**src/sv/crc32_packet_deframer_macros.svh**
```systemverilog
// Assertion macros for the packet deframer.
// Each macro expects signals named clock and reset at the point of use.
`ifndef CRC32_PACKET_DEFRAMER_MACROS_SVH
`define CRC32_PACKET_DEFRAMER_MACROS_SVH

// same-cycle implication
`define CPD_ASSERT_NOW(lbl, ante, cons, msg) \
   lbl: assert property (@(posedge clock) disable iff (reset) (ante) |-> (cons)) \
      else $error(msg);

// next-cycle implication
`define CPD_ASSERT_NEXT(lbl, ante, cons, msg) \
   lbl: assert property (@(posedge clock) disable iff (reset) (ante) |=> (cons)) \
      else $error(msg);

`endif

```
**src/sv/cpd_pkg.sv**
```systemverilog
// Shared types, constants and the CRC byte update for the packet deframer.
// No dependencies.
package cpd_pkg;

   localparam int PKT_LEN  = 24;
   localparam int CRC_SPAN = 20;

   localparam logic [31:0] CRC_POLY_REFL = 32'hEDB88320;
   localparam logic [31:0] CRC_INIT      = 32'hFFFFFFFF;
   localparam logic [31:0] CRC_FINAL_XOR = 32'h00000000;
   localparam logic [15:0] SYNC_RESET    = 16'hAA55;

   localparam logic       REG_SYNC_WORD = 1'b0;
   localparam logic       OUTCOME_OK      = 1'b0;
   localparam logic       OUTCOME_CRC_ERR = 1'b1;

   typedef enum logic [4:0] {
      ST_IDLE = 5'b00001,
      ST_SCAN = 5'b00010,
      ST_CRC  = 5'b00100,
      ST_EMIT = 5'b01000,
      ST_WAIT = 5'b10000
   } cpd_state_type;

   typedef struct packed {
      logic append;
      logic drop_one;
      logic crc_start;
      logic crc_step;
      logic emit;
   } cpd_cmd_type;

   typedef struct packed {
      logic fill_ge2;
      logic pair_match;
      logic full;
      logic crc_last;
      logic rsp_busy;
   } cpd_status_type;

   // reflected CRC-32, one byte, LSB first
   function automatic logic [31:0] crc_byte(input logic [31:0] crc_in, input logic [7:0] data);
      logic [31:0] c;
      c = crc_in ^ {24'h000000, data};
      for (int b = 0; b < 8; b++) begin
         c = c[0] ? ((c >> 1) ^ CRC_POLY_REFL) : (c >> 1);
      end
      return c;
   endfunction

endpackage

```
**src/sv/cpd_csr.sv**
```systemverilog
// APB-style register file for the packet deframer: holds the sync word.
// Depends on cpd_pkg.
module cpd_csr
   import cpd_pkg::*;
(
   input  logic        clock,
   input  logic        reset,
   input  logic        csr_psel,
   input  logic        csr_penable,
   input  logic        csr_pwrite,
   input  logic [2:0]  csr_paddr,
   input  logic [31:0] csr_pwdata,
   output logic [31:0] csr_prdata,
   output logic        csr_pready,
   output logic [15:0] sync_word
);

   logic [15:0] sync_ff;
   logic [15:0] sync_in;
   logic        wr_hit;

   assign csr_pready = 1'b1;
   assign wr_hit = csr_psel && csr_penable && csr_pwrite && (csr_paddr[2] == REG_SYNC_WORD);

   always_comb begin
      sync_in = sync_ff;
      if (wr_hit) begin
         sync_in = csr_pwdata[15:0];
      end
   end

   always_ff @(posedge clock) begin
      if (reset) begin
         sync_ff <= SYNC_RESET;
      end else begin
         sync_ff <= sync_in;
      end
   end

   always_comb begin
      unique case (csr_paddr[2])
         REG_SYNC_WORD: csr_prdata = {16'h0000, sync_ff};
         default:       csr_prdata = 32'h00000000;
      endcase
   end

   assign sync_word = sync_ff;

endmodule

```
**src/sv/cpd_ctrl.sv**
```systemverilog
// Sequencer for the packet deframer: append, scan, CRC walk, result.
// Depends on cpd_pkg.
module cpd_ctrl
   import cpd_pkg::*;
(
   input  logic           clock,
   input  logic           reset,
   input  logic           req_tvalid,
   output logic           req_tready,
   input  cpd_status_type status,
   output cpd_cmd_type    cmd
);

   cpd_state_type state_ff;
   cpd_state_type state_in;

   assign req_tready = (state_ff == ST_IDLE);

   always_comb begin
      state_in = state_ff;
      cmd      = '0;
      unique case (state_ff)
         ST_IDLE: begin
            if (req_tvalid) begin
               cmd.append = 1'b1;
               state_in   = ST_SCAN;
            end
         end
         ST_SCAN: begin
            if (!status.fill_ge2) begin
               state_in = ST_IDLE;
            end else if (!status.pair_match) begin
               cmd.drop_one = 1'b1;
            end else if (!status.full) begin
               state_in = ST_IDLE;
            end else begin
               cmd.crc_start = 1'b1;
               state_in      = ST_CRC;
            end
         end
         ST_CRC: begin
            cmd.crc_step = 1'b1;
            if (status.crc_last) begin
               state_in = ST_EMIT;
            end
         end
         ST_EMIT: begin
            // hold until the output register is free
            if (!status.rsp_busy) begin
               cmd.emit = 1'b1;
               state_in = ST_WAIT;
            end
         end
         ST_WAIT: begin
            // window shift from emit settles, then rescan
            state_in = ST_SCAN;
         end
         default: state_in = ST_IDLE;
      endcase
   end

   always_ff @(posedge clock) begin
      if (reset) begin
         state_ff <= ST_IDLE;
      end else begin
         state_ff <= state_in;
      end
   end

endmodule

```
**src/sv/cpd_dp.sv**
```systemverilog
// Datapath for the packet deframer: byte window, fill count, CRC, output register.
// Depends on cpd_pkg.
module cpd_dp
   import cpd_pkg::*;
(
   input  logic           clock,
   input  logic           reset,
   input  logic [7:0]     rx_byte,
   input  logic [15:0]    sync_word,
   input  cpd_cmd_type    cmd,
   output cpd_status_type status,
   output logic           rsp_tvalid,
   input  logic           rsp_tready,
   output logic [143:0]   rsp_tdata,
   output logic [0:0]     rsp_tuser
);

   localparam logic [4:0] LEN  = 5'(PKT_LEN);
   localparam logic [4:0] LAST = 5'(CRC_SPAN - 1);

   logic [7:0]   win_ff [PKT_LEN];
   logic [7:0]   win_in [PKT_LEN];
   logic [4:0]   fill_ff, fill_in;
   logic [31:0]  crc_ff, crc_in;
   logic [4:0]   cidx_ff, cidx_in;
   logic         valid_ff, valid_in;
   logic [143:0] data_ff, data_in;
   logic         user_ff, user_in;
   logic [4:0]   wr_idx;
   logic [31:0]  rx_crc;
   logic         crc_ok;
   logic [143:0] fields;

   assign wr_idx = (fill_ff >= LEN) ? 5'd0 : fill_ff;
   assign rx_crc = {win_ff[23], win_ff[22], win_ff[21], win_ff[20]};
   assign crc_ok = (rx_crc == (crc_ff ^ CRC_FINAL_XOR));

   // payload words little-endian, status in the low bits
   assign fields = {win_ff[19], win_ff[18], win_ff[17], win_ff[16],
                    win_ff[15], win_ff[14], win_ff[13], win_ff[12],
                    win_ff[11], win_ff[10], win_ff[9],  win_ff[8],
                    win_ff[7],  win_ff[6],  win_ff[5],  win_ff[4],
                    win_ff[3],  win_ff[2]};

   always_comb begin
      win_in  = win_ff;
      fill_in = fill_ff;
      crc_in  = crc_ff;
      cidx_in = cidx_ff;
      if (cmd.append) begin
         win_in[wr_idx] = rx_byte;
         fill_in        = wr_idx + 5'd1;
      end
      if (cmd.drop_one) begin
         for (int i = 0; i < PKT_LEN - 1; i++) begin
            win_in[i] = win_ff[i + 1];
         end
         fill_in = fill_ff - 5'd1;
      end
      if (cmd.crc_start) begin
         crc_in  = CRC_INIT;
         cidx_in = 5'd0;
      end
      if (cmd.crc_step) begin
         crc_in  = crc_byte(crc_ff, win_ff[cidx_ff]);
         cidx_in = cidx_ff + 5'd1;
      end
      if (cmd.emit) begin
         if (crc_ok) begin
            fill_in = 5'd0;
         end else begin
            for (int i = 0; i < PKT_LEN - 2; i++) begin
               win_in[i] = win_ff[i + 2];
            end
            fill_in = fill_ff - 5'd2;
         end
      end
   end

   always_comb begin
      valid_in = valid_ff && !rsp_tready;
      data_in  = data_ff;
      user_in  = user_ff;
      if (cmd.emit) begin
         valid_in = 1'b1;
         user_in  = crc_ok ? OUTCOME_OK : OUTCOME_CRC_ERR;
         data_in  = crc_ok ? fields : '0;
      end
   end

   always_ff @(posedge clock) begin
      win_ff  <= win_in;
      cidx_ff <= cidx_in;
      data_ff <= data_in;
      user_ff <= user_in;
   end

   always_ff @(posedge clock) begin
      if (reset) begin
         fill_ff  <= 5'd0;
         crc_ff   <= CRC_INIT;
         valid_ff <= 1'b0;
      end else begin
         fill_ff  <= fill_in;
         crc_ff   <= crc_in;
         valid_ff <= valid_in;
      end
   end

   assign status.fill_ge2   = (fill_ff >= 5'd2);
   assign status.pair_match = (win_ff[0] == sync_word[7:0]) && (win_ff[1] == sync_word[15:8]);
   assign status.full       = (fill_ff >= LEN);
   assign status.crc_last   = (cidx_ff == LAST);
   assign status.rsp_busy   = valid_ff && !rsp_tready;

   assign rsp_tvalid   = valid_ff;
   assign rsp_tdata    = data_ff;
   assign rsp_tuser[0] = user_ff;

endmodule

```
**src/sv/crc32_packet_deframer.sv**
```systemverilog
// Sync-word packet deframer with CRC-32 check, top level.
// Depends on cpd_pkg, cpd_csr, cpd_ctrl, cpd_dp and the assertion macro header.
//
// Usage:
//  - req_*: one received byte per beat. A 24-byte packet is sync word (low byte
//    first), 16-bit status, four little-endian 32-bit payload words and a
//    little-endian reflected CRC-32 (init all ones, no final XOR) over 20 bytes.
//  - rsp_*: at most one beat per input byte. tuser carries the outcome
//    (0 good packet, 1 CRC mismatch with zeroed fields); tdata the fields.
//  - csr_*: APB-style, sync word at byte address 0, reset 0xAA55.
// Sequence: a byte is appended, then scanned; each stray front byte is dropped by
// an extra scan step. A byte that completes a packet is appended, starts the CRC
// walk over 20 bytes (one byte a cycle), waits for a free output register, emits,
// then rescans, dropping bytes one at a time and closing with a scan step.
// Reset empties the window and the output register; the sync word returns to
// its reset value. A stalled receiver holds the result in the output register;
// bytes keep being taken until a new result would need that register.
module crc32_packet_deframer
   import cpd_pkg::*;
(
   input  logic         clock,
   input  logic         reset,
   // req_tdata: [7:0] rx_byte
   input  logic         req_tvalid,
   output logic         req_tready,
   input  logic [7:0]   req_tdata,
   // rsp_tdata: [15:0] status_word, [47:16] payload_0, [79:48] payload_1,
   //            [111:80] payload_2, [143:112] payload_3
   output logic         rsp_tvalid,
   input  logic         rsp_tready,
   output logic [143:0] rsp_tdata,
   // rsp_tuser: [0] outcome
   output logic [0:0]   rsp_tuser,
   input  logic         csr_psel,
   input  logic         csr_penable,
   input  logic         csr_pwrite,
   input  logic [2:0]   csr_paddr,
   input  logic [31:0]  csr_pwdata,
   output logic [31:0]  csr_prdata,
   output logic         csr_pready
);

`include "crc32_packet_deframer_macros.svh"

   cpd_cmd_type    cmd;
   cpd_status_type status;
   logic [15:0]    sync_word;

   cpd_csr u_csr (
      .clock       (clock),
      .reset       (reset),
      .csr_psel    (csr_psel),
      .csr_penable (csr_penable),
      .csr_pwrite  (csr_pwrite),
      .csr_paddr   (csr_paddr),
      .csr_pwdata  (csr_pwdata),
      .csr_prdata  (csr_prdata),
      .csr_pready  (csr_pready),
      .sync_word   (sync_word)
   );

   // sequencer: one byte at a time
   cpd_ctrl u_ctrl (
      .clock      (clock),
      .reset      (reset),
      .req_tvalid (req_tvalid),
      .req_tready (req_tready),
      .status     (status),
      .cmd        (cmd)
   );

   // window, CRC unit and output register
   cpd_dp u_dp (
      .clock      (clock),
      .reset      (reset),
      .rx_byte    (req_tdata),
      .sync_word  (sync_word),
      .cmd        (cmd),
      .status     (status),
      .rsp_tvalid (rsp_tvalid),
      .rsp_tready (rsp_tready),
      .rsp_tdata  (rsp_tdata),
      .rsp_tuser  (rsp_tuser)
   );

   // a result is never written over one that is still waiting
   `CPD_ASSERT_NOW(a_emit_free, cmd.emit, !(rsp_tvalid && !rsp_tready), "result overwritten")

   // a taken result with no new one behind it clears the output valid
   `CPD_ASSERT_NEXT(a_rsp_drain, rsp_tvalid && rsp_tready && !cmd.emit, !rsp_tvalid,
                    "result repeated")

   // after a byte is taken the scan runs before the next byte
   `CPD_ASSERT_NEXT(a_one_byte, req_tvalid && req_tready, !req_tready, "byte taken during scan")

endmodule

```
**config.mk**
```make
export PLATFORM = sky130hd
export DESIGN_NAME = crc32_packet_deframer
export DESIGN_NICKNAME = d
export VERILOG_FILES = /design/src/sv/cpd_pkg.sv /design/src/sv/cpd_csr.sv /design/src/sv/cpd_ctrl.sv /design/src/sv/cpd_dp.sv /design/src/sv/crc32_packet_deframer.sv
export VERILOG_INCLUDE_DIRS = /design/src /design/src/sv
export SDC_FILE = /design/constraint.sdc
export NUM_CORES = 1
export LEC_CHECK = 0
export ABC_AREA = 1
export BUFFER_PORTS_ARGS = -buffer_cell sky130_fd_sc_hd__buf_4
export CAP_MARGIN = 5
export CORE_ASPECT_RATIO = 2
export CORE_MARGIN = 5
export CORE_UTILIZATION = 55
export DETAILED_ROUTE_END_ITERATION = 7
export PLACE_DENSITY = 0.81
export SYNTH_ARGS = -nofsm -noshare
export SYNTH_HDL_FRONTEND = slang
export SYNTH_SLANG_ARGS = --single-unit
```
**constraint.sdc**
```tcl
create_clock -name clock -period 16.54 [get_ports clock]
set_clock_uncertainty 0.05 [all_clocks]
set_input_delay 3.308 -clock clock [delete_from_list [all_inputs] [get_ports clock]]
set_output_delay 3.308 -clock clock [all_outputs]
set_load 0.02 [all_outputs]
```
==> metrics.md <==
| Metric | Value |
|---|---|
| Hold WS | `0.438 ns` |
| Initial Util | `0.557` |
| Post-CTS Setup Repair Bufs | `0` |
| Routed len/inst | `20.7 um` |
| Fin crit period | `7.15 ns` |
| Worst R2R Path Depth | `9` |
| DR iter-0 viols | `2,363` |
| PD cells | `158 mW/mm2` |
| Yosys reg bits | `401` |
| Min-Delay Path Depth | `2` |
| WHS Endpoint | `u_dp.fill_ff[0]` |
| GRT Total Usage | `0.319` |
| CTS Hold Bufs | `0` |
| Slowest stage delay, CP | `0.18 ns` |
| Yosys cell types | `49` |
| Layout cells sized above 1 | `0.116` |
| Clock-pin slew on the worst setup and hold paths | `0.07 ns` |
| Hold WC Path Type | `flip-flop to flip-flop` |
| Compound-Gate Fraction of Synth Area | `0.189` |
| Measured slew at the worst slew-check pin | `1.22 ns` |
| Req. time, crit path | `13.18 ns` |
| Largest fanout on the critical path | `17` |
| Max Cap Viol | `0` |
| Setup CP Type | `primary input to output port` |
| Core Region | `0.0388 mm2` |
| P&R area growth vs syn | `11.0%` |
| GP Congestion | `1.05` |
| Synthesized area | `0.0216 mm2` |
| Seq pwr share | `0.405` |
| Leading area contributor after synthesis | `edfxtp_1` |
| CP Cell Sequence | `buf_4 > nor2_1 > buf_4` |
| DRC violations left | `0` |
| Yosys Warn Count | `0` |
| Cells after Synth | `2,877` |
| RR Startpoint | `u_dp.rx_crc[18]` |
| Switching portion of total power | `0.416` |
| Syn avg cell area | `7.51 um2` |
| Critical R2R Capture | `u_dp.fields[125]` |
| Crit. End Element | `output port` |
| Psw | `1580 uW` |
| Critical Path Source Type | `primary input` |
| Reg-to-reg slack, setup | `12.04 ns` |
| Register area share after synthesis | `0.449` |
| DP HPWL | `50.1 mm` |
| Largest net degree at the start of global routing | `234` |
| Top-area cell type share of the netlist area | `0.231` |
| Clock sink count | `401` |
| Fillers | `3,497` |
| Die height | `290 um` |
| Post-synthesis mux area share | `0` |
| Vias | `20.8k` |
| Number of top-level pins | `230` |
| Leakage | `0.0110 uW` |
| Htree depth | `2` |
| Internal | `2210 uW` |
| Ys async rst share | `0` |
| Post-Synth Simple-Gate Area | `0.242` |
| TritonCTS clock tree | `built` |
| Die Area | `0.0436 mm2` |
| Final Max Slew Viols | `0` |
| Top FF cell, synth | `dfxtp_1` |
| Min-delay src | `u_dp.fill_ff[0]` |
| Post-DR vias/cell | `6.00` |
| Clock power frac | `0.215` |
| Initial antenna violation count | `0` |
| Global-route wire length before repair | `109 mm` |
| Diodes inserted | `0` |
| Clk buf depth | `3` |
| Setup TNS | `0 ns` |
| Slowest stage cell on the critical path | `buf_4` |
| Port-buffer cells | `194` |
| CP Depth | `3` |
| Synth Area in XOR/XNOR | `0.0149` |
| Run status | `completed` |
| Worst EP arrival | `3.79 ns` |
| Final-report hold violation count | `0` |
| Die span in x | `150 um` |
| Non-Filler Instances | `3,477` |
| Critical path buffers and inverters | `2` |
| Root buf cell | `clkbuf_16` |
| Drt pass-1 iters | `6` |
| RSZ-0062 raised after global routing | `no` |
| Dpl cells | `3,412` |
| Tcrit/Tclk final | `0.432` |
| Largest family of logic cells by synthesized area | `simple AND/OR/NAND/NOR gates` |
| Post-synth EDFFs | `166` |
| GRT overflow | `0` |
| Max Clock Freq | `140 MHz` |
| Worst-skew pair later-pin latency | `0.53 ns` |
| Slew margin rel. | `0.184` |
| Adder-cell share of the synthesized area | `0.00406` |
| TritonCTS buffer count | `37` |
| Worst vdd ir | `0.0000804 V` |
| Gate power share | `0.379` |
| Site row count | `102` |
| Final setup fails | `0` |
| Crit-path leading delay family | `buffers and inverters` |
| Total Wirelength | `72.0 mm` |
| Post-layout net count | `2,988` |
| Detail Route Antenna Nets | `0` |
| CP dominant cell by count | `buf_4` |
| Number of global-route vias before repair | `19.6k` |
| Post-CTS sizing | `0` |
| Synth area leaders | `edfxtp_1, dfxtp_1, nand2_1` |
==> cells in the mapped netlist, types with 32 or more instances <==
| master | n |
|---|---|
| a21oi_1 | 123 |
| o221ai_1 | 90 |
| inv_1 | 297 |
| edfxtp_1 | 166 |
| o211ai_1 | 83 |
| nand2_1 | 640 |
| nand2_2 | 32 |
| buf_2 | 46 |
| dfxtp_1 | 235 |
| clkbuf_1 | 110 |
| nor2_1 | 302 |
| nand3_1 | 187 |
| o21ai_0 | 315 |
==> state kept, by name (all words and copies together), names as in the netlist <==
register and count:
u_dp.fields 144, u_dp.rsp_tvalid 1, u_dp.crc_ff 32, u_ctrl.state_ff 5, u_dp.fill_ff 5, u_dp.win_ff 16
u_dp.rsp_tdata 144, u_csr.sync_word 16, u_dp.rx_crc 32, u_dp.cidx_ff 5, u_dp.rsp_tuser 1
==> power groups by stage <==
| stage | Clock, uW | Combinational, uW | Sequential (uW) |
|---|---|---|---|
| after CTS | 821 | 1400 | 1520 |
| after detailed placement | 0 | 1390 | 1540 |
| after global placement | 0 | 1330 | 1520 |
| final | 816 | 1440 | 1530 |
| after floorplan | 0 | 1050 | 1470 |
| after global routing | 858 | 1590 | 1560 |
==> cell families after synthesis <==
family / Yosys count
compound gates: 686
other cells: 2
buf+inv: 515
simple gates: 1230
flops: 401
fa+ha+maj: 7
xor+xnor: 36
==> cell type report <==
class	instances	area (um2)	area share
multi-input combinational	1976	9790	0.408
sequential	401	9690	0.404
timing repair buffer	210	1590	0.0663
inverter	305	1160	0.0482
clock buffer	51	1020	0.0425
tap	520	651	0.0271
clock inverter	14	80.1	0.00334
==> cells in the final DEF, fill, tap and decap left out, types with 3 or more instances in the layout <==
cell	count
a211oi_1	3
a21oi_1	123
a21oi_2	4
a31oi_1	11
buf_4	209
clkbuf_1	11
clkbuf_16	38
clkinv_1	4
clkinv_2	6
conb_1	17
dfxtp_1	235
edfxtp_1	166
ha_1	7
inv_1	296
inv_2	5
inv_6	3
nand2_1	638
nand2_2	32
nand2_4	16
nand3_1	187
nand3_2	6
nand4_1	15
nor2_1	302
nor2_2	6
nor3_1	4
nor4_1	9
o211ai_1	83
o21ai_0	315
o21ai_1	26
o221ai_1	90
o22ai_1	26
or2_2	5
xnor2_1	9
xor2_1	26
==> worst max-delay path by stage <==
stage                     slack [ns]         endpoint         start
after floorplan                 8.76  u_dp.rx_crc[10]    rsp_tready
after global placement          9.43    csr_prdata[0]  csr_paddr[2]
after detailed placement        9.39   csr_prdata[12]  csr_paddr[2]
after CTS                       9.38   csr_prdata[12]  csr_paddr[2]
after global routing            9.35    csr_prdata[0]  csr_paddr[2]
final                           9.39   csr_prdata[12]  csr_paddr[2]
==> tightest hold or removal path: stages, from the launching register on <==
cell and delay (ns):
dfxtp_1 0.33, nand2_1 0.06, a21oi_1 0.05
==> per-layer routing <==
| metal | vias up | share of wire | global-route usage |
|---|---|---|---|
| met5 | - | 0 | 0 |
| met4 | 0 | 0.11 | 0.274 |
| met3 | 329 | 0.067 | 0.0368 |
| met2 | 1162 | 0.50 | 0.548 |
| met1 | 9636 | 0.33 | 0.339 |
| li1 | 9719 | - | - |
==> metrics by stage <==
step	worst slack [ns]	area [um2]	power [uW]	util
6_report	9.39	24000	3790	0.618
5_1_grt	9.35	24000	4010	0.618
4_1_cts	9.38	24000	3750	0.618
3_5_place_dp	9.39	22900	2930	0.589
3_3_place_gp	9.43	22900	2860	0.589
2_1_floorplan	8.76	21700	2520	-
(Power assumes the default switching activity.)
